===== src/ccirc_pkg.sv =====
// shared constants, result codes and width helpers for the circumcircle block
package ccirc_pkg;

	localparam int COORD_BITS_DEF = 16;
	localparam int FRAC_BITS_DEF = 16;

	localparam int STATUS_BITS = 2;
	localparam int CENTER_BITS = 48;
	localparam int RADIUS_BITS = 47;
	localparam int TANGENT_BITS = 17;

	localparam int QUEUE_DEPTH = 2;

	localparam logic [STATUS_BITS-1:0] ST_CIRCLE = 2'd0;
	localparam logic [STATUS_BITS-1:0] ST_LINE = 2'd1;
	localparam logic [STATUS_BITS-1:0] ST_SAME = 2'd2;
	localparam logic [STATUS_BITS-1:0] ST_SAT = 2'd3;

	function automatic int diff_bits(input int c);
		return c + 1;
	endfunction

	function automatic int det_bits(input int c);
		return 2 * (c + 1) + 1;
	endfunction

	// ax, ay, four differences, determinant, degenerate flag, status, tangent
	function automatic int entry_bits(input int c);
		return 2 * c + 4 * diff_bits(c) + det_bits(c) + 1 + STATUS_BITS + 2 * TANGENT_BITS;
	endfunction

endpackage


===== src/ccirc_queue.sv =====
// short fifo between front and back end
module ccirc_queue #(
	parameter int W = 8,
	parameter int DEPTH = ccirc_pkg::QUEUE_DEPTH
) (
	input  logic         clk,
	input  logic         arst_n,
	input  logic         push,
	input  logic [W-1:0] wr_data,
	input  logic         pop,
	output logic [W-1:0] rd_data,
	output logic         empty,
	output logic         full
);

	localparam int AW = (DEPTH > 1) ? $clog2(DEPTH) : 1;
	localparam int CW = $clog2(DEPTH + 1);

	logic [W-1:0]  mem_q [DEPTH];
	logic [AW-1:0] wr_ptr_q, rd_ptr_q;
	logic [CW-1:0] count_q;
	logic          do_push, do_pop;

	assign empty = (count_q == '0);
	assign full = (count_q == CW'(DEPTH));
	assign do_push = push && !full;
	assign do_pop = pop && !empty;
	assign rd_data = mem_q[rd_ptr_q];

	always_ff @(posedge clk) begin
		if (do_push) begin
			mem_q[wr_ptr_q] <= wr_data;
		end
	end

	always_ff @(posedge clk or negedge arst_n) begin
		if (!arst_n) begin
			wr_ptr_q <= '0;
			rd_ptr_q <= '0;
			count_q <= '0;
		end else begin
			if (do_push) begin
				wr_ptr_q <= (wr_ptr_q == AW'(DEPTH - 1)) ? '0 : wr_ptr_q + 1'b1;
			end
			if (do_pop) begin
				rd_ptr_q <= (rd_ptr_q == AW'(DEPTH - 1)) ? '0 : rd_ptr_q + 1'b1;
			end
			if (do_push && !do_pop) begin
				count_q <= count_q + 1'b1;
			end else if (do_pop && !do_push) begin
				count_q <= count_q - 1'b1;
			end
		end
	end

endmodule


===== config.mk =====
export PLATFORM = sky130hd
export DESIGN_NAME = ccirc_queue
export DESIGN_NICKNAME = d
export VERILOG_FILES = /design/src/ccirc_pkg.sv /design/src/ccirc_queue.sv
export SDC_FILE = /design/constraint.sdc
export NUM_CORES = 1
export LEC_CHECK = 0
export ABC_AREA = 1
export BUFFER_PORTS_ARGS = -buffer_cell sky130_fd_sc_hd__buf_2
export CAP_MARGIN = 20
export CORE_MARGIN = 2
export CORE_UTILIZATION = 49
export DETAILED_ROUTE_END_ITERATION = 6
export PLACE_DENSITY = 0.79
export SLEW_MARGIN = 20
export SYNTH_ARGS = -nofsm -noshare
export SYNTH_HDL_FRONTEND = slang
export SYNTH_SLANG_ARGS = --single-unit

===== constraint.sdc =====
create_clock -name clk -period 1.7 [get_ports clk]
set_input_delay 0.17 -clock clk [delete_from_list [all_inputs] [get_ports clk]]
set_output_delay 0.17 -clock clk [all_outputs]
set_load 0.01 [all_outputs]

==> flow_metrics.env, run 1 <==
export IMPL_yosys_warnings=0
export IMPL_nFillCells=129
export IMPL_dr_pass1_iters=4
export IMPL_required_ns=1.53
export IMPL_drv_cap=0
export IMPL_grt_pass1_vias=518
export IMPL_cp_slowest_cell="dfrtp_1"
export IMPL_post_cts_buffers=0
export IMPL_start_kind="flip-flop"
export IMPL_wl_microns=1310
export IMPL_min_to="mem_q[1][3]$_DFFE_PP_"
export IMPL_coreArea_sq_um=1540
export IMPL_die_h_microns=45.1
export IMPL_critical_path_buf_inv_count=2
export IMPL_num_antenna_cells=0
export IMPL_tightest_slew_ns=0.348
export IMPL_clk_latency_ns=0.29
export IMPL_busiest_layer="met2"
export IMPL_crit_start="rd_ptr_q$_DFFE_PN0P_"
export IMPL_htreeDepth=1
export IMPL_max_freq_ghz=0.678
export IMPL_port_buffers=21
export IMPL_grt_use_met2=0.254
export IMPL_r2r_start="count_q[0]$_DFFE_PN0P_"
export IMPL_crit_type="reg -> out"
export IMPL_synthesis_area_sq_um=830
export IMPL_antenna_found_initial=0
export IMPL_die_w_microns=45.1
export IMPL_critPathMaxFanout=10
export IMPL_vias=555
export IMPL_slowest_delay_ns=0.56
export IMPL_drv_slew=0
export IMPL_ir_drop_uv=964
export IMPL_p_leak_nw=0.482
export IMPL_cp_cell_sequence="inv_2 -> nand2_1 -> nand2_1 -> buf_2"
export IMPL_status="completed"
export IMPL_grt_pass1_wl_microns=2100
export IMPL_ys_types=16
export IMPL_holdCritStartpoint="wr_data[3]"
export IMPL_cts_resized_gates=0
export IMPL_r2r_end="count_q[1]$_DFFE_PN0P_"
export IMPL_crit_top_cell="nand2_1"
export IMPL_cts_buffers=3
export IMPL_cp_top_family="flip-flops"
export IMPL_skew_ns=0.00105
export IMPL_start_util=0.538
export IMPL_final_common_cell="nand2_1"
export IMPL_drtIter0Drc=4
export IMPL_setup_viol=0
export IMPL_min_period_ns=1.48
export IMPL_grt_overflow_total=0
export IMPL_final_cell_mix="32 x nand2_1, 21 x buf_2, 16 x edfxtp_1"
export IMPL_grt_use_met1=0.175
export IMPL_drcViolationCount=0
export IMPL_rrSetupSlack_ns=0.31
export IMPL_synth_area_per_cell_sq_um=11.4
export IMPL_worstHoldPathType="in -> reg"
export IMPL_cts_sinks=20
export IMPL_via_per_inst=4.83
export IMPL_fin_tns_setup_ns=0
export IMPL_cts_tree="done"
export IMPL_layout_drive_gt1_share=0.313
export IMPL_wl_per_cell_microns=11.4
export IMPL_slew_headroom=0.768
export IMPL_ff2ff_path_depth=7
export IMPL_rsz0062_at_grt="false"
export IMPL_grt_usage=0.154
export IMPL_cp_arrival_ns=1.31
export IMPL_io_pins=22
export IMPL_postSynthCellCount=73
export IMPL_cellPowerDensity_nw_per_um2=1630
export IMPL_clockBufferDepth=2
export IMPL_ctsHoldBuffers=1
export IMPL_areaGrowthSynthToFinish_pct=19.8
export IMPL_die_area_sq_um=2040
export IMPL_syn_nets=86
export IMPL_yosysSeqAreaShare=0.700
export IMPL_totalPowerFinal_mw=1.62
export IMPL_met3_usage=0.0600
export IMPL_hold_violations=0
export IMPL_grt_max_degree=12
export IMPL_min_path_cells=1
export IMPL_core_rowCount=14
export IMPL_crit_path_end_kind="output port"
export IMPL_clkTransAtPathRegs_ns=0.10
export IMPL_finalCritPeriodShare=0.868
export IMPL_antenna_left=0
export IMPL_gp_congestion=0.821
export IMPL_ys_ff_latch=20
export IMPL_clock_root_buffer="clkbuf_4"
export IMPL_final_nets=113
logic make-up (layout without fill, tap and decap cells):
family                   Yosys count  in the layout  share of synthesized area
AND/OR/NAND/NOR                   40             40                      0.220
XOR/XNOR                           1              1                     0.0106
AO/OA/AOI/OAI                      2              2                     0.0121
adder cells (fa/ha/maj)            1              1                     0.0151
buffers and inverters              9             35                     0.0422
flip-flops                        20             20                      0.700
worst register-to-register path, cell delays in order, from the launching register on:
cell and delay [ns]:
dfrtp_1 0.47, nor2_2 0.20, nor2_4 0.05, ha_1 0.31, inv_1 0.08, nand3_1 0.08
nand2_1 0.06, nand2_1 0.04
cells in the mapped netlist:
cell	n	area, sq um
nand3_1	1	5.00
nand2_1	32	120
ha_1	1	12.5
nand2_2	1	6.26
inv_2	2	7.51
edfxtp_1	16	480
dfrtp_1	4	100
nor2_1	2	7.51
inv_1	6	22.5
nand3b_4	1	20.0
buf_2	1	5.00
o21ai_1	2	10.0
nand4_1	1	6.26
nor2_4	1	11.3
xnor2_1	1	8.76
nor2_2	1	6.26
sequential cells by signal (all words and copies together), names as in the netlist:
name and flops:
rd_ptr_q 1, wr_ptr_q 1, count_q 2, mem_q 16
worst max-delay path by stage:
stage | depth (start not counted) | slack (ns) | to
floorplan | 7 | 0.33 | count_q[1]$_DFFE_PN0P_
global placement | 7 | 0.37 | count_q[1]$_DFFE_PN0P_
detailed placement | 7 | 0.32 | count_q[1]$_DFFE_PN0P_
CTS | 4 | 0.19 | rd_data[7]
global route | 4 | 0.09 | rd_data[5]
finish | 4 | 0.22 | rd_data[7]
area by class of cell:
type                            instances  area [sq um]  area share
Inverter                                8          30.0      0.0302
Tap cell                               16          20.0      0.0202
Multi-Input combinational cell         44           214       0.215
Timing Repair Buffer                   23           123       0.123
Sequential cell                        20           581       0.584
Clock buffer                            4          26.3      0.0264
metal layers:
metal / wire length (microns) / up-vias
li1: - / 289
met1: 571 / 249
met2: 660 / 15
met3: 66 / 2
met4: 10 / 0
met5: 0 / -
power breakdown:
group	switching [mW]	internal, mW
Sequential	0.0994	0.680
Combinational	0.369	0.247
Clock	0.132	0.0911
Total	0.601	1.02
per-stage QoR:
| step | hold WS [ns] | setup WS, ns | instances | instance area (sq um) | util |
|---|---|---|---|---|---|
| CTS | 0.0541 | 0.191 | 115 | 993 | 0.644 |
| floorplan | -0.126 | 0.332 | 73 | 830 | - |
| global placement | -0.0173 | 0.372 | 110 | 957 | 0.621 |
| detailed placement | -0.0181 | 0.323 | 110 | 957 | 0.621 |
| global route | 0.0361 | 0.0942 | 115 | 993 | 0.644 |
| finish | 0.0615 | 0.224 | 115 | 993 | 0.644 |
No activity file was read; power rests on OpenSTA's default activity.
==> inputs of run 2 (changes only) <==
--- a/config.mk
+++ b/config.mk
@@ -9,9 +9,9 @@
 export BUFFER_PORTS_ARGS = -buffer_cell sky130_fd_sc_hd__buf_2
 export CAP_MARGIN = 20
 export CORE_MARGIN = 2
-export CORE_UTILIZATION = 49
+export CORE_UTILIZATION = 28
 export DETAILED_ROUTE_END_ITERATION = 6
-export PLACE_DENSITY = 0.79
+export PLACE_DENSITY = 0.52
 export SLEW_MARGIN = 20
 export SYNTH_ARGS = -nofsm -noshare
 export SYNTH_HDL_FRONTEND = slang
==> constraint.sdc (replaced) <==
create_clock -name clk -period 1.45 [get_ports clk]
set_input_delay 0.145 -clock clk [delete_from_list [all_inputs] [get_ports clk]]
set_output_delay 0.145 -clock clk [all_outputs]
set_load 0.01 [all_outputs]
==> run 2 against run 1 <==
First-iteration DRC count up 100%; sequential share of layout area down 4.9 points; utilization down 25 points; largest cell class unchanged; clock skew up 0.0059 ns; non-clock buffer count up 5; power up 36%; largest power group unchanged; clock-buffer cell count down 1; register-to-register slack worse by 0.21 ns; highest routed layer is now met3.
==> flow_metrics.env, run 2 (same netlist as run 1, synthesis figures left out) <==
export IMPL_status="completed"
export IMPL_clock_root_buffer="clkbuf_4"
export IMPL_drtIter0Drc=8
export IMPL_grt_pass1_vias=614
export IMPL_num_antenna_cells=0
export IMPL_drv_slew=0
export IMPL_die_h_microns=58.4
export IMPL_critical_path_buf_inv_count=2
export IMPL_clkTransAtPathRegs_ns=0.12
export IMPL_grt_pass1_wl_microns=2530
export IMPL_antenna_left=0
export IMPL_antenna_found_initial=0
export IMPL_finalCritPeriodShare=0.934
export IMPL_coreArea_sq_um=2780
export IMPL_hpwl_microns=1070
export IMPL_placed_area_sq_um=991
export IMPL_setup_viol=0
export IMPL_drv_cap=0
export IMPL_max_flop_register="mem_q"
export IMPL_layout_drive_gt1_share=0.365
export IMPL_vias=590
export IMPL_seqPwrFrac=0.414
export IMPL_worstHoldPathType="in -> reg"
export IMPL_hold_slack_ns=0.0328
export IMPL_cts_tree="done"
export IMPL_ir_drop_uv=1120
export IMPL_crit_path_end_kind="output port"
export IMPL_clk_latency_ns=0.30
export IMPL_fin_tns_setup_ns=0
export IMPL_final_common_cell="nand2_1"
export IMPL_final_cell_mix="32 x nand2_1, 21 x buf_2, 16 x edfxtp_1"
export IMPL_wl_microns=1460
export IMPL_areaGrowthSynthToFinish_pct=31.2
export IMPL_slowest_delay_ns=0.48
export IMPL_tightest_slew_ns=0.318
export IMPL_die_area_sq_um=3410
export IMPL_slew_headroom=0.788
export IMPL_max_freq_ghz=0.739
export IMPL_p_leak_nw=0.518
export IMPL_wl_per_cell_microns=10.8
export IMPL_cellPowerDensity_nw_per_um2=2020
export IMPL_hold_violations=0
export IMPL_start_util=0.298
export IMPL_gp_congestion=0.698
export IMPL_seq_area_sq_um=583
export IMPL_final_nets=118
export IMPL_start_kind="flip-flop"
export IMPL_cts_buffers=3
export IMPL_nFillCells=285
export IMPL_port_buffers=21
export IMPL_core_rowCount=19
export IMPL_switching_power_uw=753
export IMPL_required_ns=1.31
export IMPL_largest_reg_flops=16
export IMPL_fin_cells=135
export IMPL_crit_type="reg -> out"
export IMPL_multi_input_area_sq_um=219
export IMPL_swShare=0.343
export IMPL_drcViolationCount=0
export IMPL_cts_sinks=20
export IMPL_biggestRegsByFlops="mem_q x16, count_q x2"
export IMPL_grt_overflow_total=0
export IMPL_via_per_inst=4.37
export IMPL_grt_usage=0.0984
export IMPL_grt_max_degree=13
export IMPL_min_period_ns=1.35
export IMPL_place_inst=127
export IMPL_htreeDepth=1
export IMPL_dr_pass1_iters=4
export IMPL_clockBufferDepth=2
export IMPL_io_pins=22
export IMPL_die_w_microns=58.4
export IMPL_cp_cell_sequence="buf_4 -> nor2_1 -> buf_2"
export IMPL_final_util=0.391
export IMPL_intPower_mw=1.44
export IMPL_cp_arrival_ns=1.21
export IMPL_critPathMaxFanout=6
export IMPL_comb_power_share=0.382
export IMPL_cp_slowest_cell="dfrtp_2"
export IMPL_power_frac_clock=0.204
export IMPL_final_area_sq_um=1090
export IMPL_cp_top_family="flip-flops"
export IMPL_skew_ns=0.00696
[run 2: cell types whose count changed in the layout (fill, tap and decap cells not counted), sizes merged]
| cell | previous run | this run |
|---|---|---|
| clkbuf | 4 | 3 |
| bufinv | 0 | 1 |
| buf | 22 | 26 |
| dlygate4sd3 | 1 | 2 |
[run 2: path summary, 6_finish.rpt]
path                            cells past startpoint  slack (ns)                    from                     end
worst min-delay path                                1        0.03              wr_data[1]   mem_q[0][1]$_DFFE_PP_
worst max-delay path                                3         0.1  count_q[0]$_DFFE_PN0P_                   empty
min in group asynchronous                           2        0.16                  arst_n  count_q[0]$_DFFE_PN0P_
worst min register to register                      2        0.49    wr_ptr_q$_DFFE_PN0P_    wr_ptr_q$_DFFE_PN0P_
max in group asynchronous                           2        1.15                  arst_n    rd_ptr_q$_DFFE_PN0P_
worst max register to register                      7         0.1  count_q[0]$_DFFE_PN0P_  count_q[1]$_DFFE_PN0P_
[run 2: power groups by stage]
stage               Clock [mW]  Sequential (mW)  Combinational [mW]
finish                   0.449            0.909               0.839
global route             0.489            0.929               0.953
CTS                      0.457            0.904               0.797
detailed placement           0            0.916               0.794
global placement             0            0.904               0.779
floorplan                    0            0.870               0.527
[run 2: final cells by class]
cell class	count	share of cell area
sequential	20	0.536
clock inverter	1	0.0276
multi-input combinational	44	0.201
tap	31	0.0356
inverter	8	0.0299
clock buffer	3	0.0207
timing repair buffer	28	0.149
[run 2: per-stage QoR]
step	total power, mW	worst slack [ns]
after CTS	2.16	0.0139
final	2.20	0.0962
after floorplan	1.40	0.0820
after global placement	1.68	0.122
after global routing	2.37	-0.00287
after detailed placement	1.71	0.0406
[run 2: what timing repair did]
item / in CTS / in global routing
gates resized for setup: 0 / 4
buffers inserted: 0 / 2
hold buffers: 1 / 1
hold endpoints to repair: 4 / 2
setup endpoints to repair: 0 / 12
[run 2: metal layers]
layer  global-route usage  up-vias  share of wire  wire length, microns
li1                     -      298              -                     -
met1                0.111      273           0.46                   666
met2                0.175       19           0.48                   694
met3               0.0264        0          0.067                    97
met4               0.0399        0              0                     0
met5                    0        -              0                     0
==> inputs of run 3 (changes only) <==
==> constraint.sdc (replaced) <==
create_clock -name clk -period 1.6 [get_ports clk]
set_input_delay 0.16 -clock clk [delete_from_list [all_inputs] [get_ports clk]]
set_output_delay 0.16 -clock clk [all_outputs]
set_load 0.01 [all_outputs]
==> run 3 against run 2 <==
Combinational power down 22%; wire length is 0.82% lower; critical endpoint is now rd_data[7]; design area shrank 4.5%; first-iteration DRC count shrank 13%; via count decreased by 4.2%; clock skew fell by 0.0038 ns; power fell by 14%; sequential power decreased by 8.3%; non-clock buffer count fell by 5; clock power fell by 9.4%; clock-buffer cell count stayed put; utilization decreased by 1.8 points.
==> flow_metrics.env, run 3 (same netlist as run 1, synthesis figures left out) <==
export IMPL_cts_tree="done"
export IMPL_finalCritPeriodShare=0.887
export IMPL_cp_slowest_cell="dfrtp_2"
export IMPL_p_leak_nw=0.494
export IMPL_drv_cap=0
export IMPL_largest_reg_flops=16
export IMPL_min_period_ns=1.42
export IMPL_drtIter0Drc=7
export IMPL_num_antenna_cells=0
export IMPL_die_w_microns=58.4
export IMPL_slew_headroom=0.772
export IMPL_clockBufferDepth=2
export IMPL_htreeDepth=1
export IMPL_final_nets=113
export IMPL_antenna_left=0
export IMPL_grt_use_met1=0.104
export IMPL_wl_microns=1450
export IMPL_cellPowerDensity_nw_per_um2=1830
export IMPL_grt_overflow_total=0
export IMPL_final_common_cell="nand2_1"
export IMPL_coreArea_sq_um=2780
export IMPL_skew_ns=0.00312
export IMPL_die_area_sq_um=3410
export IMPL_cts_sinks=20
export IMPL_clock_root_buffer="clkbuf_4"
export IMPL_areaGrowthSynthToFinish_pct=25.3
export IMPL_io_pins=22
export IMPL_cp_top_family="flip-flops"
export IMPL_worstHoldPathType="in -> reg"
export IMPL_hpwl_microns=1060
export IMPL_start_util=0.298
export IMPL_grt_pass1_wl_microns=2380
export IMPL_critPathMaxFanout=10
export IMPL_slowest_delay_ns=0.51
export IMPL_rsz0062_at_grt="false"
export IMPL_fin_tns_setup_ns=0
export IMPL_crit_top_cell="nand2_1"
export IMPL_crit_type="reg -> out"
export IMPL_ff2ff_path_depth=7
export IMPL_cp_num_cells=4
export IMPL_max_flop_register="mem_q"
export IMPL_grt_usage=0.0942
export IMPL_tightest_slew_ns=0.341
export IMPL_clk_latency_ns=0.30
export IMPL_wl_per_cell_microns=11.1
export IMPL_die_h_microns=58.4
export IMPL_dr_pass1_iters=2
export IMPL_cp_arrival_ns=1.26
export IMPL_final_cell_mix="32 x nand2_1, 21 x buf_2, 16 x edfxtp_1"
export IMPL_totalPowerFinal_mw=1.90
export IMPL_gp_congestion=0.701
export IMPL_ir_drop_uv=903
export IMPL_status="completed"
export IMPL_grt_max_degree=13
export IMPL_start_kind="flip-flop"
export IMPL_crit_path_end_kind="output port"
export IMPL_clkTransAtPathRegs_ns=0.11
export IMPL_drcViolationCount=0
export IMPL_max_freq_ghz=0.704
export IMPL_layout_drive_gt1_share=0.333
export IMPL_cp_cell_sequence="inv_2 -> nand2_1 -> nand2_1 -> buf_2"
export IMPL_antenna_found_initial=0
export IMPL_biggestRegsByFlops="mem_q x16, count_q x2"
export IMPL_crit_start="rd_ptr_q$_DFFE_PN0P_"
export IMPL_required_ns=1.44
export IMPL_rrSetupSlack_ns=0.18
export IMPL_r2r_end="count_q[1]$_DFFE_PN0P_"
export IMPL_port_buffers=21
export IMPL_grt_pass1_vias=573
export IMPL_core_rowCount=19
export IMPL_via_per_inst=4.35
export IMPL_cts_buffers=3
export IMPL_drv_slew=0
export IMPL_r2r_start="count_q[0]$_DFFE_PN0P_"
export IMPL_busiest_layer="met2"
export IMPL_grt_use_met2=0.167
export IMPL_hold_violations=0
export IMPL_setup_viol=0
export IMPL_vias=565
export IMPL_endpoint="rd_data[7]"
export IMPL_met3_usage=0.0418
export IMPL_critical_path_buf_inv_count=2
-- run 3: cell count changes in the layout (fill, tap and decap cells not counted), sizes merged --
cell,before,now
dlygate4sd3,2,1
buf,26,22
-- run 3: report_power, final --
group | internal, mW | switching [mW]
logic | 0.262 | 0.396
registers | 0.725 | 0.109
clock network | 0.253 | 0.154
total | 1.24 | 0.658
-- run 3: timing repair --
item / CTS / global route
resized for setup: 0 / 1
hold buffers: 1 / 0
buffers inserted: 0 / 0
endpoints found under the hold margin: 4 / 0
endpoints found under the setup margin: 0 / 7
-- run 3: how the worst min path moves through the flow --
stage	startpoint	to	cells past startpoint	slack [ns]
after floorplan	arst_n	count_q[0]$_DFFE_PN0P_	0	-0.14
after global placement	arst_n	count_q[0]$_DFFE_PN0P_	1	-0.02
after detailed placement	arst_n	count_q[1]$_DFFE_PN0P_	1	-0.03
after CTS	wr_data[6]	mem_q[1][6]$_DFFE_PP_	1	0.03
after global routing	wr_data[3]	mem_q[1][3]$_DFFE_PP_	1	0.02
final	wr_data[0]	mem_q[0][0]$_DFFE_PP_	1	0.04
-- run 3: final cells by class --
type	count	area, sq um
clock buffers	3	22.5
clock inverters	1	30.0
fillers	279	1740
inverters	8	30.0
multi-input cells	44	214
flip-flops and latches	20	582
well taps	31	38.8
repair buffers	23	123
-- run 3: stage by stage --
| step | hold slack, ns | setup WS, ns | utilization | std cells | instance area (sq um) |
|---|---|---|---|---|---|
| floorplan | -0.136 | 0.232 | - | 73 | 830 |
| global placement | -0.0250 | 0.270 | 0.351 | 125 | 976 |
| detailed placement | -0.0262 | 0.198 | 0.351 | 125 | 976 |
| CTS | 0.0291 | 0.0402 | 0.373 | 130 | 1040 |
| global route | 0.0215 | 0.0717 | 0.374 | 130 | 1040 |
| finish | 0.0435 | 0.180 | 0.374 | 130 | 1040 |
-- run 3: routing by layer --
metal | share of wire | wire length [microns]
met5 | 0 | 0
met4 | 0 | 0
met3 | 0.091 | 132
met2 | 0.49 | 703
met1 | 0.42 | 609
